### src/sgc_pkg.sv
// Shared types, constants and keyword tables for the memo grammar checker.
`timescale 1ns / 1ps

package sgc_pkg;

  // Default maximum memo length in bytes.
  localparam int MemoMaxDef = 256;

  // Largest legal withdraw share in basis points.
  localparam logic [13:0] ShareMax = 14'd10000;

  // Printable range accepted in a memo.
  localparam logic [7:0] ByteLow  = 8'h21;
  localparam logic [7:0] ByteHigh = 8'h7E;

  localparam logic [7:0] ChColon = 8'h3A;
  localparam logic [7:0] ChDot   = 8'h2E;
  localparam logic [7:0] ChZero  = 8'h30;

  // Operation keywords. Unused character slots are zero.
  localparam int KwCount = 9;
  localparam int KwSlots = 8;
  localparam logic [3:0] OpLenMax = 4'd9;

  typedef enum logic [1:0] {
    VERDICT_UNPARSED = 2'd0,
    VERDICT_SWAP     = 2'd1,
    VERDICT_ADD      = 2'd2,
    VERDICT_WITHDRAW = 2'd3
  } verdict_e;

  localparam logic [7:0] KwText [KwCount][KwSlots] = '{
    '{8'h53, 8'h57, 8'h41, 8'h50, 8'h00, 8'h00, 8'h00, 8'h00},  // SWAP
    '{8'h73, 8'h00, 8'h00, 8'h00, 8'h00, 8'h00, 8'h00, 8'h00},  // s
    '{8'h3D, 8'h00, 8'h00, 8'h00, 8'h00, 8'h00, 8'h00, 8'h00},  // =
    '{8'h41, 8'h44, 8'h44, 8'h00, 8'h00, 8'h00, 8'h00, 8'h00},  // ADD
    '{8'h61, 8'h00, 8'h00, 8'h00, 8'h00, 8'h00, 8'h00, 8'h00},  // a
    '{8'h2B, 8'h00, 8'h00, 8'h00, 8'h00, 8'h00, 8'h00, 8'h00},  // +
    '{8'h57, 8'h49, 8'h54, 8'h48, 8'h44, 8'h52, 8'h41, 8'h57},  // WITHDRAW
    '{8'h77, 8'h64, 8'h00, 8'h00, 8'h00, 8'h00, 8'h00, 8'h00},  // wd
    '{8'h2D, 8'h00, 8'h00, 8'h00, 8'h00, 8'h00, 8'h00, 8'h00}   // -
  };

  localparam logic [3:0] KwLen [KwCount] = '{
    4'd4, 4'd1, 4'd1, 4'd3, 4'd1, 4'd1, 4'd8, 4'd2, 4'd1
  };

  localparam verdict_e KwVerdict [KwCount] = '{
    VERDICT_SWAP, VERDICT_SWAP, VERDICT_SWAP,
    VERDICT_ADD, VERDICT_ADD, VERDICT_ADD,
    VERDICT_WITHDRAW, VERDICT_WITHDRAW, VERDICT_WITHDRAW
  };

  // Per-byte control handed to the field trackers.
  typedef struct packed {
    logic       upd;   // byte belongs to the tracked field
    logic       clr;   // memo ends with this transfer
    logic [7:0] data;
  } step_t;

  // Field 2 share status after the current byte.
  typedef struct packed {
    logic        ok;     // at least one byte seen and all checks passed
    logic [13:0] value;
  } share_t;

endpackage

### src/swap_memo_grammar_checker_core.sv
// Top level of the memo grammar checker: memo tracking, verdict and result register.
// The verdict is presented in the cycle after the transfer of the final memo byte.
// Throughput: 1 byte per cycle unless stalled; the per-byte state update and verdict
// logic are combinational between the memo state registers and the result register.
// Every byte waits while a result is held and the output is not ready; a final byte may
// replace a result in the cycle it drains. Reset (rst_ni low) clears state and out_valid.
`timescale 1ns / 1ps

module swap_memo_grammar_checker_core #(
  parameter int MEMO_MAX = sgc_pkg::MemoMaxDef
) (
  input  logic        clk_i,
  input  logic        rst_ni,
  input  logic        in_valid_i,
  output logic        in_ready_o,
  input  logic [7:0]  memo_byte_i,
  input  logic        last_byte_i,
  output logic        out_valid_o,
  input  logic        out_ready_i,
  output logic [1:0]  verdict_o,
  output logic [13:0] bps_value_o,
  output logic [7:0]  field_count_o
);

  // The byte counter must hold MEMO_MAX + 1, the saturated over-long mark.
  localparam int CntW = $clog2(MEMO_MAX + 2);
  localparam logic [CntW-1:0] CntLimit = CntW'(MEMO_MAX);
  localparam logic [CntW-1:0] CntSat   = CntW'(MEMO_MAX + 1);

  // Handshake.
  logic accept;
  logic emit;

  // Memo-wide tracking state.
  logic [CntW-1:0] byte_count_q, byte_count_d;
  logic            prev_sep_q, prev_sep_d;
  logic [7:0]      field_index_q, field_index_d;
  logic [1:0]      dot_total_q, dot_total_d;
  logic [1:0]      dots_pair_q, dots_pair_d;
  logic            bad_q, bad_d;

  // Byte classification.
  logic is_colon;
  logic is_dot;
  logic is_sep;

  // Field trackers.
  sgc_pkg::step_t    op_step;
  sgc_pkg::step_t    share_step;
  sgc_pkg::verdict_e op_verdict;
  sgc_pkg::share_t   share;

  // Result register.
  logic              out_valid_q, out_valid_d;
  sgc_pkg::verdict_e verdict_q, verdict_d;
  logic [13:0]       bps_q, bps_d;
  logic [7:0]        field_count_q, field_count_d;

  // A new byte is taken unless an unclaimed result is still in the register.
  // Non-final bytes produce nothing, so the register only blocks when it
  // cannot be drained this cycle.
  assign in_ready_o = !out_valid_q || out_ready_i;
  assign accept     = in_valid_i && in_ready_o;
  assign emit       = accept && last_byte_i;

  assign is_colon = (memo_byte_i == sgc_pkg::ChColon);
  assign is_dot   = (memo_byte_i == sgc_pkg::ChDot);
  assign is_sep   = is_colon || is_dot;

  // Field 0 feeds the op matcher and field 2 the share accumulator; both see
  // only non-separator bytes, and the field index is the one before this byte.
  assign op_step.upd    = accept && !is_sep && (field_index_q == 8'd0);
  assign op_step.clr    = emit;
  assign op_step.data   = memo_byte_i;
  assign share_step.upd = accept && !is_sep && (field_index_q == 8'd2);
  assign share_step.clr = emit;
  assign share_step.data = memo_byte_i;

  sgc_op_match u_op_match (
    .clk_i  (clk_i),
    .rst_ni (rst_ni),
    .step_i (op_step),
    .op_o   (op_verdict)
  );

  sgc_share_acc u_share_acc (
    .clk_i   (clk_i),
    .rst_ni  (rst_ni),
    .step_i  (share_step),
    .share_o (share)
  );

  // Memo-wide state after the current byte. The verdict below is formed
  // from these next values so the result is ready at the final transfer.
  always_comb begin
    byte_count_d  = byte_count_q;
    prev_sep_d    = prev_sep_q;
    field_index_d = field_index_q;
    dot_total_d   = dot_total_q;
    dots_pair_d   = dots_pair_q;
    bad_d         = bad_q;
    if (accept) begin
      if (byte_count_q <= CntLimit) begin
        byte_count_d = byte_count_q + CntW'(1);
      end
      if (memo_byte_i < sgc_pkg::ByteLow || memo_byte_i > sgc_pkg::ByteHigh) begin
        bad_d = 1'b1;
      end
      // A separator at the start, at the end or after another separator
      // leaves an empty component.
      if (is_sep && (byte_count_q == '0 || prev_sep_q || last_byte_i)) begin
        bad_d = 1'b1;
      end
      if (is_colon) begin
        if (field_index_q != 8'hFF) begin
          field_index_d = field_index_q + 8'd1;
        end
      end else if (is_dot) begin
        if (dot_total_q != 2'd2) begin
          dot_total_d = dot_total_q + 2'd1;
        end
        if (field_index_q == 8'd1 && dots_pair_q != 2'd2) begin
          dots_pair_d = dots_pair_q + 2'd1;
        end
      end
      prev_sep_d = is_sep;
    end
  end

  // Verdict for a memo ending with the current byte.
  always_comb begin
    verdict_d = sgc_pkg::VERDICT_UNPARSED;
    bps_d     = '0;
    if (byte_count_d <= CntLimit && !bad_d && dot_total_d == 2'd1 &&
        dots_pair_d == 2'd1) begin
      verdict_d = op_verdict;
      if (op_verdict == sgc_pkg::VERDICT_WITHDRAW) begin
        if (field_index_d >= 8'd2 && share.ok) begin
          bps_d = share.value;
        end else begin
          verdict_d = sgc_pkg::VERDICT_UNPARSED;
        end
      end
    end
    field_count_d = (field_index_d == 8'hFF) ? 8'hFF : field_index_d + 8'd1;
  end

  always_comb begin
    out_valid_d = out_valid_q;
    if (emit) begin
      out_valid_d = 1'b1;
    end else if (out_ready_i) begin
      out_valid_d = 1'b0;
    end
  end

  // Memo state returns to its reset value once the final byte is taken.
  always_ff @(posedge clk_i or negedge rst_ni) begin
    if (!rst_ni) begin
      byte_count_q  <= '0;
      prev_sep_q    <= 1'b0;
      field_index_q <= '0;
      dot_total_q   <= '0;
      dots_pair_q   <= '0;
      bad_q         <= 1'b0;
      out_valid_q   <= 1'b0;
    end else begin
      out_valid_q <= out_valid_d;
      if (emit) begin
        byte_count_q  <= '0;
        prev_sep_q    <= 1'b0;
        field_index_q <= '0;
        dot_total_q   <= '0;
        dots_pair_q   <= '0;
        bad_q         <= 1'b0;
      end else begin
        byte_count_q  <= byte_count_d;
        prev_sep_q    <= prev_sep_d;
        field_index_q <= field_index_d;
        dot_total_q   <= dot_total_d;
        dots_pair_q   <= dots_pair_d;
        bad_q         <= bad_d;
      end
    end
  end

  // Result payload needs no reset; it is qualified by out_valid_q.
  always_ff @(posedge clk_i) begin
    if (emit) begin
      verdict_q     <= verdict_d;
      bps_q         <= bps_d;
      field_count_q <= field_count_d;
    end
  end

  assign out_valid_o   = out_valid_q;
  assign verdict_o     = verdict_q;
  assign bps_value_o   = bps_q;
  assign field_count_o = field_count_q;

  // The saturated counter value is only ever reached, never passed.
  assert property (@(posedge clk_i) disable iff (!rst_ni)
    byte_count_q <= CntSat)
    else $error("byte counter passed its saturation value");

  // A share is reported only with a withdraw verdict.
  assert property (@(posedge clk_i) disable iff (!rst_ni)
    out_valid_o && verdict_o != sgc_pkg::VERDICT_WITHDRAW |-> bps_value_o == 14'd0)
    else $error("nonzero share without a withdraw verdict");

  // A withdraw share never exceeds the cap.
  assert property (@(posedge clk_i) disable iff (!rst_ni)
    out_valid_o |-> bps_value_o <= sgc_pkg::ShareMax)
    else $error("withdraw share above the cap");

  // Every final byte taken produces a result in the next cycle.
  assert property (@(posedge clk_i) disable iff (!rst_ni)
    in_valid_i && in_ready_o && last_byte_i |=> out_valid_o)
    else $error("final byte did not produce a result");

  // An empty result register never holds off the input.
  assert property (@(posedge clk_i) disable iff (!rst_ni)
    !out_valid_o |-> in_ready_o)
    else $error("input stalled with no pending result");

endmodule

### src/sgc_op_match.sv
// Operation keyword matcher for field 0 of the memo.
`timescale 1ns / 1ps

module sgc_op_match (
  input  logic              clk_i,
  input  logic              rst_ni,
  input  sgc_pkg::step_t    step_i,
  output sgc_pkg::verdict_e op_o
);

  logic [sgc_pkg::KwCount-1:0] alive_q, alive_d;
  logic [3:0]                  len_q, len_d;

  // Each keyword dies when the op outgrows it or a character differs.
  always_comb begin
    alive_d = alive_q;
    len_d   = len_q;
    if (step_i.upd) begin
      for (int k = 0; k < sgc_pkg::KwCount; k++) begin
        if (len_q >= sgc_pkg::KwLen[k] ||
            sgc_pkg::KwText[k][len_q[2:0]] != step_i.data) begin
          alive_d[k] = 1'b0;
        end
      end
      if (len_q < sgc_pkg::OpLenMax) begin
        len_d = len_q + 4'd1;
      end
    end
  end

  // First keyword that is alive and fully matched wins.
  always_comb begin
    op_o = sgc_pkg::VERDICT_UNPARSED;
    for (int k = sgc_pkg::KwCount - 1; k >= 0; k--) begin
      if (alive_d[k] && len_d == sgc_pkg::KwLen[k]) begin
        op_o = sgc_pkg::KwVerdict[k];
      end
    end
  end

  always_ff @(posedge clk_i or negedge rst_ni) begin
    if (!rst_ni) begin
      alive_q <= '1;
      len_q   <= '0;
    end else if (step_i.clr) begin
      alive_q <= '1;
      len_q   <= '0;
    end else begin
      alive_q <= alive_d;
      len_q   <= len_d;
    end
  end

endmodule

### src/sgc_share_acc.sv
// Decimal basis-point accumulator for field 2 of a withdraw memo.
`timescale 1ns / 1ps

module sgc_share_acc (
  input  logic            clk_i,
  input  logic            rst_ni,
  input  sgc_pkg::step_t  step_i,
  output sgc_pkg::share_t share_o
);

  logic [13:0] acc_q, acc_d;
  logic        seen_q, seen_d;
  logic        bad_q, bad_d;
  logic        lz_q, lz_d;

  logic        is_digit;
  logic [3:0]  digit;
  logic [13:0] limit;
  logic [17:0] acc_next;

  always_comb begin
    is_digit = step_i.data inside {[8'h30:8'h39]};
    digit    = 4'(step_i.data - sgc_pkg::ChZero);
    // Largest accumulator that still allows one more digit within the cap.
    limit    = (digit == 4'd0) ? 14'd1000 : 14'd999;
    acc_next = {1'b0, acc_q, 3'b000} + {3'b000, acc_q, 1'b0} + {14'd0, digit};

    acc_d  = acc_q;
    seen_d = seen_q;
    bad_d  = bad_q;
    lz_d   = lz_q;
    if (step_i.upd) begin
      // A digit after a leading zero makes the field invalid.
      if (seen_q && lz_q) begin
        bad_d = 1'b1;
      end
      if (!is_digit) begin
        bad_d = 1'b1;
      end else begin
        if (!seen_q && digit == 4'd0) begin
          lz_d = 1'b1;
        end
        if (!bad_d) begin
          if (acc_q > limit) begin
            bad_d = 1'b1;
          end else begin
            acc_d = acc_next[13:0];
          end
        end
      end
      seen_d = 1'b1;
    end
  end

  assign share_o.ok    = seen_d && !bad_d;
  assign share_o.value = acc_d;

  always_ff @(posedge clk_i or negedge rst_ni) begin
    if (!rst_ni) begin
      acc_q  <= '0;
      seen_q <= 1'b0;
      bad_q  <= 1'b0;
      lz_q   <= 1'b0;
    end else if (step_i.clr) begin
      acc_q  <= '0;
      seen_q <= 1'b0;
      bad_q  <= 1'b0;
      lz_q   <= 1'b0;
    end else begin
      acc_q  <= acc_d;
      seen_q <= seen_d;
      bad_q  <= bad_d;
      lz_q   <= lz_d;
    end
  end

endmodule
### config.mk
export PLATFORM = sky130hd
export DESIGN_NAME = swap_memo_grammar_checker_core
export DESIGN_NICKNAME = d
export VERILOG_FILES = /design/src/sgc_pkg.sv /design/src/swap_memo_grammar_checker_core.sv /design/src/sgc_op_match.sv /design/src/sgc_share_acc.sv
export SDC_FILE = /design/constraint.sdc
export NUM_CORES = 1
export LEC_CHECK = 0
export ABC_AREA = 1
export CAP_MARGIN = 10
export CORE_UTILIZATION = 45
export CTS_CLUSTER_SIZE = 28
export DETAILED_ROUTE_END_ITERATION = 8
export DONT_BUFFER_PORTS = 1
export SETUP_SLACK_MARGIN = 0.15
export SKIP_CTS_REPAIR_TIMING = 1
export SKIP_LAST_GASP = 1
export SLEW_MARGIN = 30
export SYNTH_ARGS = -nofsm -noshare
export SYNTH_HDL_FRONTEND = slang
export SYNTH_SLANG_ARGS = --single-unit
### constraint.sdc
create_clock -name clk_i -period 3.3 [get_ports clk_i]
set_input_delay 0.33 -clock clk_i [delete_from_list [all_inputs] [get_ports clk_i]]
set_output_delay 0.33 -clock clk_i [all_outputs]
set_load 0.1 [all_outputs]
==> results of run 1 <==
-- cells by family after synthesis --
kind of cell             Yosys count  share of synthesized area (%)
AO/OA/AOI/OAI                     72                           7.09
flip-flops                        78                           36.7
AND/OR/NAND/NOR                  430                           34.2
buffers and inverters             97                           7.20
adder cells (fa/ha/maj)           47                           10.6
XOR/XNOR                          25                           4.25
-- power groups by stage --
stage	registers (mW)	clock network, mW	logic [mW]
global placement	1.24	0	0.877
CTS	1.23	1.01	0.876
detailed placement	1.25	0	0.869
finish	1.23	0.983	0.898
floorplan	1.22	0	0.727
global route	1.24	1.04	1.03
-- area by class of cell --
cell class                 count  area share [%]
timing repair buffer          10            1.77
clock buffer                  10            3.69
multi-input combinational    574            51.6
clock inverter                 6            1.01
inverter                      81            4.94
sequential                    78            33.6
tap                          168            3.39
-- critical path, stage by stage, from the launching register on --
cell,delay [ns]
dfrtp_1,0.47
inv_1,0.16
ha_1,0.24
nand2_4,0.14
inv_1,0.13
nand2_1,0.08
nand2_1,0.06
nor2_2,0.20
nand3_1,0.18
a21boi_0,0.21
nand3_1,0.12
nand2_1,0.11
inv_2,0.06
a21oi_4,0.15
buf_4,0.28
nor3_1,0.10
-- per-layer routing --
metal | part of all wire, % | up-vias | GRT usage [%]
met1 | 47 | 2210 | 27.5
met3 | 3.3 | 24 | 4.55
met5 | 0 | - | 0
met2 | 48 | 107 | 36.7
met4 | 2.4 | 0 | 8.57
li1 | - | 2432 | -
-- worst max-delay path by stage --
stage | to | slack (ns)
CTS | bps_value_o[10] | 0.13
floorplan | bps_value_o[6] | 0.31
finish | bps_value_o[10] | 0.34
global route | bps_value_o[10] | 0.17
detailed placement | bps_value_o[10] | 0.15
global placement | bps_value_o[12] | 0.18
-- placed cells by master (no fill, tap or decap), types with 3 or more instances in the layout --
| master | Yosys | routed |
|---|---|---|
| buf_4 | 2 | 7 |
| dfstp_2 | 9 | 9 |
| inv_2 | 8 | 8 |
| nand4_1 | 12 | 12 |
| or2_2 | 6 | 6 |
| clkbuf_16 | 0 | 9 |
| nand3_1 | 48 | 48 |
| dfrtp_1 | 45 | 43 |
| a31oi_1 | 3 | 3 |
| ha_1 | 45 | 45 |
| nor2_4 | 4 | 4 |
| clkinvlp_4 | 0 | 3 |
| o211ai_1 | 3 | 3 |
| a21oi_1 | 26 | 26 |
| o21ai_1 | 3 | 3 |
| nor2_2 | 8 | 10 |
| nand2_2 | 7 | 7 |
| o21ai_0 | 29 | 29 |
| nor3_2 | 10 | 11 |
| nor3_1 | 16 | 15 |
| xnor2_1 | 6 | 6 |
| xor2_1 | 16 | 16 |
| nor2_1 | 105 | 103 |
| inv_1 | 71 | 71 |
| edfxtp_1 | 24 | 24 |
| nand2_1 | 203 | 203 |
| nand2_4 | 3 | 3 |
| nand3b_1 | 3 | 3 |
-- flip-flops by register name (all words and copies together), names as in the netlist --
| register | cells |
|---|---|
| field_count_o | 8 |
| dot_total_q | 2 |
| u_share_acc.acc_q | 14 |
| bps_value_o | 14 |
| field_index_q | 8 |
| u_share_acc.lz_q | 1 |
| verdict_o | 2 |
| u_share_acc.seen_q | 1 |
| byte_count_q | 9 |
| out_valid_o | 1 |
| bad_q | 1 |
| prev_sep_q | 1 |
| u_share_acc.bad_q | 1 |
| dots_pair_q | 2 |
| u_op_match.alive_q | 9 |
| u_op_match.len_q | 4 |
==> out/qor.yml, run 1 <==
synth_edf_count: 24
synth_flop_cell: "dfrtp_1"
post-route-period-util_pct: 89.8
grt_pass1_wl_um: 22000
clk_path_buf_depth: 2
rsz0062_at_grt: "no"
antenna_cells: 0
place_inst: 909
syn_area_um2: 5680
drtIter0Drc: 275
power_mw: 3.11
layout_setup_ws_ns: 0.337
layout_min_cycle_time_ns: 2.96
outcome: "complete, no violations"
powerDensity_nw_per_um2: 501
post_drt_wl_per_cell_um: 14.0
comb_power_share_pct: 28.9
p_clk_share_pct: 31.6
hpwl_um: 9890
routed_via_density: 5.15
r2r_cells: 15
ff2ff_setup_slack_ns: 0.34
area_growth_pct: 9.18
cp.required_ns: 3.38
yosys-top-cells-area: "dfrtp_1, nand2_1, edfxtp_1, ha_1, nor2_1"
power_frac_seq_pct: 39.5
antenna_found_initial: 0
synth_seq_cells: 78
cts.sinks: 78
p_int_mw: 1.95
io_buffers: 0
firstDrtPassIters: 4
syn-num-nets: 809
worstSetupEndpointType: "flop"
cts-root-buf: "clkbuf_16"
critical_path_class: "reg2reg"
die_x_um: 114
synth_common_cells: "nand2_1, nor2_1, inv_1, nand3_1"
start_kind: "flop"
gr-total-overflow: 0
yosysTopAreaCell: "dfrtp_1"
grt_pass1_vias: 4629
grt_max_degree: 55
p_switching_mw: 1.16
hold_viol_final: 0
synthMostInstantiatedCell: "nand2_1"
ys_warn_count: 0
drc: 0
worstSkewPairLatency_ns: 0.34
worstPathArrival_ns: 3.04
cap_violations: 0
slew_headroom_pct: 36.7
cts_made_buffers: 9
die-area_um2: 13100
instances_no_fill: 927
setup_viol: 0
cp_max_fo: 15
clock.fmax_mhz: 338
maxSlewViolCount: 0
cts_tree: "done"
postPlaceCellArea_um2: 5860
final_nets: 814
design.core.area_um2: 12200
multi_input_area_um2: 3200
postRouteAntennaNets: 0
min_path_type: "in2reg"
r2r-end: "bps_value_o[10]"
critPathLaunch: "u_op_match.len_q[1]"
num_vias: 4773
yosysSeqAreaShare_pct: 36.7
fin_tns_setup_ns: 0
post-route-util_pct: 51.0
ir_worst_vdd_mv: 0.312
tightest_slew_ns: 0.951
finClkSkew_ns: 0.00601
postSynth.asyncResetShare_pct: 69.2
initial_core_util_pct: 46.7
track_usage_pct: 21.8
hold_start: "memo_byte_i[4]"
path_clk_slew_ns: 0.06
p_leak_nw: 3.09
rows: 40
syn_inst: 749
netSwitchingFraction_pct: 37.1
avgSynthCellArea_um2: 7.59
n_fill_cell: 1172
hold_depth: 5
post-place-ws_ns: 0.152
drive_gt1_share_pct: 12.4
gp_congestion: 0.883
worstHoldEndpoint: "u_op_match.alive_q[5]"
cts_max_level: 3
finalHoldWorstSlack_ns: 0.280
seq_area_um2: 2090
timing.rr.start: "u_op_match.len_q[1]"
final_cell_area_um2: 6200
fp.dieH_um: 114
io_pins: 39
synth_cell_types: 44
drt-total-wl_um: 13000
synth_top_area_share_pct: 19.8
Note: power is estimated with default switching activity, not from simulation.
==> run 2, diff against run 1 <==
RECOVER_POWER = 100   (was default)
==> out/qor.yml, run 2 (synthesized netlist as in run 1, its figures left out) <==
routed_via_density: 5.14
crit_slowest_cell: "dfrtp_1"
netSwitchingFraction_pct: 37.0
worstSkewPairLatency_ns: 0.35
final_common_cell: "nand2_1"
die-area_um2: 13100
post-route-util_pct: 50.2
p_clk_share_pct: 31.9
cts_tree: "done"
critical_path_class: "reg2reg"
grt_max_degree: 55
path_clk_slew_ns: 0.06
p_leak_nw: 3.08
worstPathArrival_ns: 3.06
worstSetupEndpointType: "flop"
grt_pass1_vias: 4629
fp.dieH_um: 114
clk_path_buf_depth: 2
cts_max_level: 3
antenna_cells: 0
num_vias: 4763
io_buffers: 0
reg_top3: "bps_value_o (14), u_share_acc.acc_q (14)"
r2r_cells: 15
hold_start: "memo_byte_i[4]"
comb_power_share_pct: 28.4
io_pins: 39
min_path_type: "in2reg"
critPathLaunch: "u_op_match.len_q[1]"
setup_viol: 0
max_stage_delay_ns: 0.47
drive_gt1_share_pct: 9.88
grt_pass1_wl_um: 22000
slew_headroom_pct: 7.15
seq_area_um2: 2090
p_int_mw: 1.95
antenna_found_initial: 0
drt-total-wl_um: 13000
layout_min_cycle_time_ns: 2.89
final_nets: 814
hpwl_um: 9890
clock.fmax_mhz: 346
instances_no_fill: 927
rows: 40
finalHoldWorstSlack_ns: 0.279
ir_worst_vdd_mv: 0.307
worstHoldEndpoint: "u_op_match.alive_q[4]"
gp_congestion: 0.883
start_kind: "flop"
cts.sinks: 78
post_drt_wl_per_cell_um: 14.0
final_cell_area_um2: 6110
postPlaceCellArea_um2: 5860
cp_max_fo: 14
final_cell_mix: "nand2_1, nor2_1, inv_1"
firstDrtPassIters: 5
post-route-period-util_pct: 87.5
drc: 0
p_switching_mw: 1.14
die_x_um: 114
area_growth_pct: 7.53
place_inst: 909
path_cells: "inv_1, ha_1, nand2_4, inv_1, nand2_1, nand2_1, nor2_2, nand3_1, a21boi_0, nand3_1, nand2_1, inv_2, nand2_1, nand3_4, nor3_1"
finClkSkew_ns: 0.00689
hold_viol_final: 0
drtIter0Drc: 282
fin_tns_setup_ns: 0
cap_violations: 0
gr-total-overflow: 0
hold_depth: 5
tightest_slew_ns: 1.39
power_frac_seq_pct: 39.8
n_fill_cell: 1189
cts-root-buf: "clkbuf_16"
timing.rr.start: "u_op_match.len_q[1]"
postRouteAntennaNets: 0
design.core.area_um2: 12200
maxSlewViolCount: 0
cts_made_buffers: 9
r2r-end: "bps_value_o[11]"
cp_common_cell: "nand2_1"
cp.required_ns: 3.47
multi_input_area_um2: 3140
track_usage_pct: 21.8
initial_core_util_pct: 46.7
outcome: "complete, no violations"
rsz0062_at_grt: "no"
powerDensity_nw_per_um2: 506
ff2ff_setup_slack_ns: 0.41
-- run 2: power by group through the flow --
stage / Combinational (mW) / Clock [mW] / Sequential [mW]
global route: 1.01 / 1.04 / 1.24
detailed placement: 0.869 / 0 / 1.25
floorplan: 0.727 / 0 / 1.22
finish: 0.877 / 0.984 / 1.23
global placement: 0.877 / 0 / 1.24
CTS: 0.876 / 1.01 / 1.23
-- run 2: worst max-delay path by stage --
stage	endpoint	slack, ns	cells after the start
global placement	bps_value_o[12]	0.18	15
global route	bps_value_o[12]	0.15	15
floorplan	bps_value_o[6]	0.31	16
finish	bps_value_o[11]	0.41	15
detailed placement	bps_value_o[10]	0.15	15
CTS	bps_value_o[10]	0.13	15
-- run 2: per-layer routing --
layer	part of all wire, %	vias to the layer above	wire, um	track usage (%)
met4	2.5	0	322	8.57
met5	0	-	0	0
li1	-	2430	-	-
met1	45	2197	5890	27.5
met3	4.2	28	544	4.55
met2	48	108	6260	36.7
-- run 2: critical path: cells and delay by family, from the launching register on --
| kind | cells | cell delay (ns) |
|---|---|---|
| flip-flops | 1 | 0.47 |
| AND/OR/NAND/NOR | 10 | 1.44 |
| adder cells (fa/ha/maj) | 1 | 0.25 |
| buffers and inverters | 3 | 0.35 |
| AO/OA/AOI/OAI | 1 | 0.21 |
-- run 2: final cells by class --
class | count | share of cell area [%]
Tap cell | 168 | 3.44
Clock buffer | 10 | 3.75
Sequential cell | 78 | 34.1
Timing Repair Buffer | 10 | 1.21
Inverter | 81 | 5.02
Clock inverter | 6 | 1.02
Multi-Input combinational cell | 574 | 51.4
-- run 2: per-stage QoR --
step           power, mW  worst slack [ns]
2_1_floorplan       1.94             0.310
3_3_place_gp        2.12             0.185
3_5_place_dp        2.12             0.152
4_1_cts             3.11             0.135
5_1_grt             3.29             0.146
6_report            3.09             0.412
